===== src/sv/assert_macros.svh =====
// ----------------------------------------------------------------------------
// assertion macros
// shared concurrent assertion helpers, clocked on clk, disabled in reset
// ----------------------------------------------------------------------------
`ifndef ASSERT_MACROS_SVH
`define ASSERT_MACROS_SVH

// same-cycle implication
`define CHK_IMPLY(lbl, ante, cons) \
  lbl: assert property (@(posedge clk) disable iff (!rst_n) (ante) |-> (cons)) \
    else $error("assertion failed");

// next-cycle implication
`define CHK_NEXT(lbl, ante, cons) \
  lbl: assert property (@(posedge clk) disable iff (!rst_n) (ante) |=> (cons)) \
    else $error("assertion failed");

// plain invariant
`define CHK_ALWAYS(lbl, cond) \
  lbl: assert property (@(posedge clk) disable iff (!rst_n) (cond)) \
    else $error("assertion failed");

`endif


===== src/sv/dmpp_pkg.sv =====
// ----------------------------------------------------------------------------
// dmpp_pkg
// types and constants shared by the packet parser controller and datapath
// ----------------------------------------------------------------------------
package dmpp_pkg;

  localparam int BYTE_W = 8;
  localparam int IDX_W  = 6;
  localparam int CNT_W  = 7;

  localparam logic [BYTE_W-1:0] SYNC_DOLLAR = 8'h24;
  localparam logic [BYTE_W-1:0] SYNC_M      = 8'h4D;

  typedef enum logic [2:0] {
    ST_IDLE,
    ST_DOLLAR,
    ST_M,
    ST_SIZE,
    ST_BODY,
    ST_READ,
    ST_PUSH,
    ST_EMPTY
  } state_t;

  typedef struct packed {
    logic load_size;
    logic load_type;
    logic store_byte;
    logic emit_start;
    logic read_byte;
    logic push_out;
    logic push_empty;
  } cmd_t;

  typedef struct packed {
    logic is_dollar;
    logic is_m;
    logic size_ok;
    logic fill_done;
    logic csum_ok;
    logic size_zero;
    logic emit_last;
    logic out_free;
  } sts_t;

endpackage


===== src/sv/dmpp_ctrl.sv =====
// ----------------------------------------------------------------------------
// dmpp_ctrl
// frame state machine: header, body capture and message emission sequencing
// ----------------------------------------------------------------------------
module dmpp_ctrl (
  input  logic          clk,
  input  logic          rst_n,
  input  logic          in_valid,
  output logic          in_ready,
  input  dmpp_pkg::sts_t sts,
  output dmpp_pkg::cmd_t cmd
);
  import dmpp_pkg::*;

  state_t state_r;
  state_t state_nxt;
  logic   accept;

  always_ff @(posedge clk) begin
    if (!rst_n) begin
      state_r <= ST_IDLE;
    end else begin
      state_r <= state_nxt;
    end
  end

  always_comb begin
    state_nxt = state_r;
    cmd       = '0;
    in_ready  = 1'b0;
    accept    = 1'b0;
    case (state_r)
      ST_IDLE, ST_DOLLAR, ST_M, ST_SIZE, ST_BODY: begin
        in_ready = 1'b1;
        accept   = in_valid;
      end
      default: begin
        in_ready = 1'b0;
      end
    endcase

    case (state_r)
      ST_IDLE: begin
        if (accept && sts.is_dollar) state_nxt = ST_DOLLAR;
      end
      ST_DOLLAR: begin
        if (accept) state_nxt = sts.is_m ? ST_M : ST_IDLE;
      end
      ST_M: begin
        if (accept) begin
          if (sts.size_ok) begin
            cmd.load_size = 1'b1;
            state_nxt     = ST_SIZE;
          end else begin
            state_nxt = ST_IDLE;
          end
        end
      end
      ST_SIZE: begin
        if (accept) begin
          cmd.load_type = 1'b1;
          state_nxt     = ST_BODY;
        end
      end
      ST_BODY: begin
        if (accept) begin
          if (!sts.fill_done) begin
            cmd.store_byte = 1'b1;
          end else if (!sts.csum_ok) begin
            state_nxt = ST_IDLE;
          end else if (sts.size_zero) begin
            state_nxt = ST_EMPTY;
          end else begin
            cmd.emit_start = 1'b1;
            state_nxt      = ST_READ;
          end
        end
      end
      ST_READ: begin
        cmd.read_byte = 1'b1;
        state_nxt     = ST_PUSH;
      end
      ST_PUSH: begin
        if (sts.out_free) begin
          cmd.push_out = 1'b1;
          state_nxt    = sts.emit_last ? ST_IDLE : ST_READ;
        end
      end
      ST_EMPTY: begin
        if (sts.out_free) begin
          cmd.push_empty = 1'b1;
          state_nxt      = ST_IDLE;
        end
      end
      default: begin
        state_nxt = ST_IDLE;
      end
    endcase
  end

endmodule


===== src/sv/dmpp_dp.sv =====
// ----------------------------------------------------------------------------
// dmpp_dp
// frame datapath: size, type and checksum registers, payload buffer, result register
// ----------------------------------------------------------------------------
module dmpp_dp #(
  parameter int PAYLOAD_MAX = 64
) (
  input  logic                       clk,
  input  logic                       rst_n,
  input  logic [dmpp_pkg::BYTE_W-1:0] in_rx_byte,
  input  dmpp_pkg::cmd_t             cmd,
  output dmpp_pkg::sts_t             sts,
  input  logic                       out_ready,
  output logic                       out_valid,
  output logic [dmpp_pkg::BYTE_W-1:0] out_msg_type,
  output logic [dmpp_pkg::BYTE_W-1:0] out_payload_byte,
  output logic [dmpp_pkg::IDX_W-1:0]  out_payload_index,
  output logic [dmpp_pkg::CNT_W-1:0]  out_payload_count,
  output logic                       out_has_payload,
  output logic                       out_last
);
  import dmpp_pkg::*;

  localparam int AW = (PAYLOAD_MAX > 1) ? $clog2(PAYLOAD_MAX) : 1;
  localparam logic [BYTE_W-1:0] MAX_SIZE = BYTE_W'(PAYLOAD_MAX);

  logic [BYTE_W-1:0] mem [PAYLOAD_MAX];

  logic [BYTE_W-1:0] size_r;
  logic [BYTE_W-1:0] xor_r;
  logic [BYTE_W-1:0] fill_r;
  logic [BYTE_W-1:0] type_r;
  logic [BYTE_W-1:0] idx_r;
  logic [BYTE_W-1:0] rd_data_r;

  logic              out_valid_r;
  logic [BYTE_W-1:0] out_msg_type_r;
  logic [BYTE_W-1:0] out_payload_byte_r;
  logic [IDX_W-1:0]  out_payload_index_r;
  logic [CNT_W-1:0]  out_payload_count_r;
  logic              out_has_payload_r;
  logic              out_last_r;

  always_comb begin
    sts.is_dollar = (in_rx_byte == SYNC_DOLLAR);
    sts.is_m      = (in_rx_byte == SYNC_M);
    sts.size_ok   = (in_rx_byte <= MAX_SIZE);
    sts.fill_done = (fill_r == size_r);
    sts.csum_ok   = (xor_r == in_rx_byte);
    sts.size_zero = (size_r == '0);
    sts.emit_last = (({1'b0, idx_r} + (BYTE_W+1)'(1)) == {1'b0, size_r});
    sts.out_free  = !out_valid_r || out_ready;
  end

  // frame registers
  always_ff @(posedge clk) begin
    if (!rst_n) begin
      size_r <= '0;
      xor_r  <= '0;
      fill_r <= '0;
      type_r <= '0;
      idx_r  <= '0;
    end else begin
      if (cmd.load_size) begin
        size_r <= in_rx_byte;
        xor_r  <= in_rx_byte;
        fill_r <= '0;
      end
      if (cmd.load_type) begin
        type_r <= in_rx_byte;
        xor_r  <= xor_r ^ in_rx_byte;
      end
      if (cmd.store_byte) begin
        xor_r  <= xor_r ^ in_rx_byte;
        fill_r <= fill_r + BYTE_W'(1);
      end
      if (cmd.emit_start) begin
        idx_r <= '0;
      end
      if (cmd.push_out) begin
        idx_r <= idx_r + BYTE_W'(1);
      end
    end
  end

  // payload buffer
  always_ff @(posedge clk) begin
    if (cmd.store_byte) begin
      mem[fill_r[AW-1:0]] <= in_rx_byte;
    end
    if (cmd.read_byte) begin
      rd_data_r <= mem[idx_r[AW-1:0]];
    end
  end

  // result register
  always_ff @(posedge clk) begin
    if (!rst_n) begin
      out_valid_r <= 1'b0;
    end else if (cmd.push_out || cmd.push_empty) begin
      out_valid_r <= 1'b1;
    end else if (out_ready) begin
      out_valid_r <= 1'b0;
    end
  end

  always_ff @(posedge clk) begin
    if (cmd.push_out) begin
      out_msg_type_r      <= type_r;
      out_payload_byte_r  <= rd_data_r;
      out_payload_index_r <= idx_r[IDX_W-1:0];
      out_payload_count_r <= size_r[CNT_W-1:0];
      out_has_payload_r   <= 1'b1;
      out_last_r          <= sts.emit_last;
    end else if (cmd.push_empty) begin
      out_msg_type_r      <= type_r;
      out_payload_byte_r  <= '0;
      out_payload_index_r <= '0;
      out_payload_count_r <= '0;
      out_has_payload_r   <= 1'b0;
      out_last_r          <= 1'b1;
    end
  end

  assign out_valid         = out_valid_r;
  assign out_msg_type      = out_msg_type_r;
  assign out_payload_byte  = out_payload_byte_r;
  assign out_payload_index = out_payload_index_r;
  assign out_payload_count = out_payload_count_r;
  assign out_has_payload   = out_has_payload_r;
  assign out_last          = out_last_r;

endmodule


===== src/sv/dollar_m_packet_parser.sv =====
// ----------------------------------------------------------------------------
// dollar_m_packet_parser
// deframes '$' 'M' size type payload checksum packets, one byte per transaction
//
//   channel  direction  handshake             payload
//   in_      input      in_valid/in_ready     in_rx_byte
//   out_     output     out_valid/out_ready   msg_type, payload_byte/index/count,
//                                             has_payload, last
//
// in_ready stays high through header and body bytes
// a good frame of n bytes emits n results, each by a buffer read and then a
// result register load; an empty frame emits one result
// input is not taken while a message is being emitted
// synchronous active-low reset clears the state machine and the result valid
// a stalled out_ready holds the emission sequence in place
// ----------------------------------------------------------------------------
module dollar_m_packet_parser #(
  parameter int PAYLOAD_MAX = 64
) (
  input  logic                       clk,
  input  logic                       rst_n,
  input  logic                       in_valid,
  output logic                       in_ready,
  input  logic [dmpp_pkg::BYTE_W-1:0] in_rx_byte,
  output logic                       out_valid,
  input  logic                       out_ready,
  output logic [dmpp_pkg::BYTE_W-1:0] out_msg_type,
  output logic [dmpp_pkg::BYTE_W-1:0] out_payload_byte,
  output logic [dmpp_pkg::IDX_W-1:0]  out_payload_index,
  output logic [dmpp_pkg::CNT_W-1:0]  out_payload_count,
  output logic                       out_has_payload,
  output logic                       out_last
);
  import dmpp_pkg::*;

  cmd_t cmd;
  sts_t sts;

  dmpp_ctrl u_ctrl (
    .clk      (clk),
    .rst_n    (rst_n),
    .in_valid (in_valid),
    .in_ready (in_ready),
    .sts      (sts),
    .cmd      (cmd)
  );

  dmpp_dp #(
    .PAYLOAD_MAX (PAYLOAD_MAX)
  ) u_dp (
    .clk               (clk),
    .rst_n             (rst_n),
    .in_rx_byte        (in_rx_byte),
    .cmd               (cmd),
    .sts               (sts),
    .out_ready         (out_ready),
    .out_valid         (out_valid),
    .out_msg_type      (out_msg_type),
    .out_payload_byte  (out_payload_byte),
    .out_payload_index (out_payload_index),
    .out_payload_count (out_payload_count),
    .out_has_payload   (out_has_payload),
    .out_last          (out_last)
  );

`include "assert_macros.svh"

  `CHK_ALWAYS(a_cmd_onehot, $onehot0(cmd))
  `CHK_IMPLY(a_no_input_on_push, cmd.push_out || cmd.push_empty, !in_ready)
  `CHK_IMPLY(a_empty_shape, out_valid && !out_has_payload,
             out_last && (out_payload_count == '0) && (out_payload_byte == '0))
  `CHK_NEXT(a_push_sets_valid, cmd.push_out || cmd.push_empty, out_valid)

endmodule


===== config.mk =====
export PLATFORM = sky130hd
export DESIGN_NAME = dollar_m_packet_parser
export DESIGN_NICKNAME = d
export VERILOG_FILES = /design/src/sv/dmpp_pkg.sv /design/src/sv/dmpp_ctrl.sv /design/src/sv/dmpp_dp.sv /design/src/sv/dollar_m_packet_parser.sv
export VERILOG_INCLUDE_DIRS = /design/src /design/src/sv
export SDC_FILE = /design/constraint.sdc
export NUM_CORES = 1
export LEC_CHECK = 0
export ABC_AREA = 1
export BUFFER_PORTS_ARGS = -buffer_cell sky130_fd_sc_hd__buf_2
export CORE_ASPECT_RATIO = 0.9
export CORE_UTILIZATION = 41
export CTS_CLUSTER_SIZE = 40
export DETAILED_ROUTE_END_ITERATION = 10
export SLEW_MARGIN = 10
export SYNTH_ARGS = -nofsm -noshare
export SYNTH_HDL_FRONTEND = slang
export SYNTH_HIERARCHICAL = 1
export SYNTH_SLANG_ARGS = --single-unit

===== constraint.sdc =====
create_clock -name clk -period 4.7 [get_ports clk]
set_input_delay 0.47 -clock clk [delete_from_list [all_inputs] [get_ports clk]]
set_output_delay 0.47 -clock clk [all_outputs]
set_load 0.02 [all_outputs]

==> reports/results.tsv <==
stage	metric	value	unit
clocking	cts-root-buf	clkbuf_16	
sta	hold_viol_final	0	
route	drtIter0Drc	1762	
pwr	p_int	8.31	mW
final_layout	fin_util	0.459	
outcome	status	finished clean	
route	drtPass1Iterations	6	
sta	clock_skew	0.0259	ns
final_layout	final_layout_size_suffix_gt1_frac	0.0741	
sta	fin_hold_ws	0.151	ns
run	cap_violations	0	
logic_synthesis	ys_seq_area_frac	0.683	
logic_synthesis	synthAdderAreaFrac	0.000982	
global_routing	grt_usage	0.208	
pwr	p_per_area	371	nW/um^2
global_routing	grt_pass1_wl	98.9	mm
global_routing	grt_max_degree	157	
logic_synthesis	synth-simple-area-share	0.233	
floorplan	die_y	239	um
placed_design	io_buffers	44	
floorplan	core_area	61300	sq um
logic_synthesis	postSynth.asyncResetShare	0	
global_routing	overflow	0	
logic_synthesis	synth_edf_count	550	
route	drc	0	
setup_path	cp_data_required_time	4.94	ns
final_layout	fin_nets	2479	
logic_synthesis	synthesis.nets	2469	
global_routing	met3_usage	0.0468	
global_routing	antenna_found_initial	3	
final_layout	area_growth	10.3	%
sta	rsz0062_at_grt	no	
logic_synthesis	post_synth_num_cell_types	43	
floorplan	dieArea	63200	sq um
global_routing	grt_pass1_vias	16400	
logic_synthesis	ys_ff_latch	595	
floorplan	io_pins	45	
pwr	ir_worst_vdd	0.286	mV
setup_path	crit_buf_inv	2	
setup_path	crit_top_cell	nor2_1	
pwr	clkPwrFrac	0.428	
floorplan	start_util	0.416	
min_path	hold_class	in -> reg	
logic_synthesis	synthCells	2455	
clocking	post_cts_resized	0	
placed_design	pre_cts_ws	0.826	ns
logic_synthesis	synth_mux_area_frac	0	
clocking	post_cts_buffers	0	
setup_path	path_cells	xnor2_1, nand4_1, nor4_1, inv_1, nand3_2, nor2_1, inv_1, nor2_1, nand3_1, nor2_1	
floorplan	core.rowCount	86	
clocking	cts-buffers-inserted	58	
clocking	holdBufCountCts	0	
setup_path	end_kind	register	
logic_synthesis	yosys.area_share.xor_xnor	0.00672	
logic_synthesis	synth_area	25500	sq um
clocking	clk_path_buf_depth	3	
route	vias_per_cell	5.29	
sta	min_period_over_period	0.859	
route	wl_per_cell	19.9	um
clocking	cts_max_level	2	
clocking	cts_sinks	595	
setup_path	start_kind	register	
floorplan	die-width	265	um
setup_path	arrival	4.28	ns
route	ant_nets	0	
sta	fin_crit	4.04	ns
sta	fmax	248	MHz
logic_synthesis	avgSynthCellArea	10.4	sq um
setup_path	critPathMaxFanout	12	
pwr	combinationalPowerShare	0.017	
global_routing	grt-busiest-layer	met2	
placed_design	dpl.hpwl	39.2	mm
logic_synthesis	ys.flop_type	edfxtp_1	
global_routing	met1_usage	0.294	
logic_synthesis	synth.yosys.warnings	6	
clocking	cts_tree	built	
placed_design	gp_congestion	0.885	
setup_path	crit_family	simple AND/OR/NAND/NOR gates	
route	via_count	17500	
pwr	p_seq_frac	0.555	
pwr	power_switching	2.12	mW
global_routing	met2_usage	0.314	
sta	fin_setup_tns	0	ns
setup_path	cpPeakStageDelay	0.84	ns
logic_synthesis	synth_compound_area_frac	0.0131	
route	drt-total-wl	65.7	mm
clocking	cts.clk_slew.worst_paths	0.06	ns
sta	fin_ws	0.661	ns
clocking	clkLatencyLatePin	0.63	ns
pwr	p_leak	11.0	nW
sta	drv_slew	0	
setup_path	cpMaxStageDelayCell	nor2_1	
sta	tightestPinTransition	1.13	ns
pwr	switching_share	0.203	
sta	relSlewSlack	0.239	
final_layout	num_antenna_cells	0	
logic_synthesis	synth_top_family_by_area	simple AND/OR/NAND/NOR gates	
sta	setup_violations	0	
setup_path	critical_path_class	reg -> reg	
placed cells by master, fill, tap and decap left out, types with 2 or more instances in the layout:
cell type and count:
nor2_1 109, nor2_2 5, o21ai_0 17, dfxtp_1 42
nand4_1 8, clkbuf_1 11, ha_1 2, inv_1 235
clkbuf_16 59, a21oi_1 23, dfxtp_4 2, clkinv_1 16
a31oi_1 8, or2_2 4, xnor2_1 11, bufinv_16 3
nand2_4 2, nor3_1 6, clkinv_2 10, xor2_1 6
clkinvlp_4 2, nand2_2 2, buf_12 2, o31ai_1 2
nand2_1 833, nor3_2 4, nor4_1 7, edfxtp_1 550
buf_4 29, inv_6 2, nand3_1 426, inv_2 5
clkbuf_8 3, or2_1 2, buf_2 44
per-layer routing:
| layer | vias up | share of wire |
|---|---|---|
| met5 | - | 0.00040 |
| met4 | 4 | 0.030 |
| met3 | 118 | 0.089 |
| met2 | 678 | 0.44 |
| met1 | 8459 | 0.44 |
| li1 | 8205 | - |
area by class of cell:
type / instances / area (sq um)
clock buffer: 73 / 1560
clock inverter: 31 / 254
fill: 5683 / 33200
inverter: 246 / 931
multi-input combinational: 1489 / 6490
sequential: 595 / 17400
tap: 792 / 991
timing repair buffer: 75 / 478
kinds of logic (layout without fill, tap and decap cells):
| kind of cell | count (synthesis) | after routing |
|---|---|---|
| and+or+nand+nor | 1410 | 1410 |
| DFF | 595 | 595 |
| buffers and inverters | 371 | 425 |
| AOI/OAI and AO/OA | 59 | 59 |
| xor gates and xnor gates | 18 | 18 |
| adders and majority gates | 2 | 2 |
power by group through the flow:
stage | clock [mW] | sequential [mW] | combinational, mW
finish | 4.46 | 5.78 | 0.181
floorplan | 0 | 5.89 | 0.0555
global placement | 0 | 5.90 | 0.179
detailed placement | 0 | 5.90 | 0.181
global route | 4.76 | 5.78 | 0.192
CTS | 4.57 | 5.78 | 0.181
per-stage QoR:
stage	instances	instance area (sq um)	power, mW
floorplan	2455	25500	5.95
global placement	3197	26300	6.07
detailed placement	3197	26300	6.08
CTS	3301	28100	10.5
global route	3301	28100	10.7
finish	3301	28100	10.4
worst register-to-register path: cells and delay by family, from the launching register on:
kind,cells,cell delay [ns]
simple gates,7,2.68
flops,1,0.59
buf+inv,2,0.22
xor+xnor,1,0.17
synth_stat cells, types with 2 or more instances:
library cell,instances,area share
or2_1,2,0.00049
nand3_1,426,0.084
xnor2_1,11,0.0038
buf_6,7,0.0031
buf_1,8,0.0012
edfxtp_1,550,0.65
nor2_2,5,0.0012
clkbuf_1,34,0.0050
buf_2,52,0.010
nor2_1,109,0.016
dfxtp_1,45,0.035
clkinv_1,4,0.00059
a21oi_1,23,0.0045
a31oi_1,8,0.0020
ha_1,2,0.00098
o31ai_1,2,0.00059
inv_2,5,0.00074
o21ai_0,17,0.0033
nand2_1,833,0.12
nor4_1,7,0.0017
xor2_1,6,0.0021
nand4_1,8,0.0020
nor3_1,9,0.0018
buf_4,23,0.0068
inv_1,236,0.035
nand2_2,2,0.00049
nand2_4,2,0.00088
or2_2,4,0.00098
flip-flops by register name, indices dropped and copies added, names as in the netlist, 3 cells and up:
signal / cells
u_ctrl/state_r: 3
u_dp/fill_r: 8
u_dp/idx_r: 8
u_dp/mem: 512
u_dp/out_msg_type: 8
u_dp/out_payload_byte: 8
u_dp/out_payload_count: 7
u_dp/out_payload_index: 6
u_dp/rd_data_r: 8
u_dp/size_r: 8
u_dp/type_r: 8
u_dp/xor_r: 8
worst paths after layout:
| kind | start | to | slack (ns) | depth (start not counted) |
|---|---|---|---|---|
| hold reg to reg | u_dp/type_r[2] | u_dp/out_msg_type[2] | 0.43 | 0 |
| hold / removal | out_ready | u_dp/out_valid | 0.15 | 4 |
| setup reg to reg | u_dp/fill_r[0] | u_dp/mem[58][3] | 0.66 | 10 |
| setup / recovery | u_dp/fill_r[0] | u_dp/mem[58][3] | 0.66 | 10 |
No activity file was read; power rests on OpenSTA's default activity.
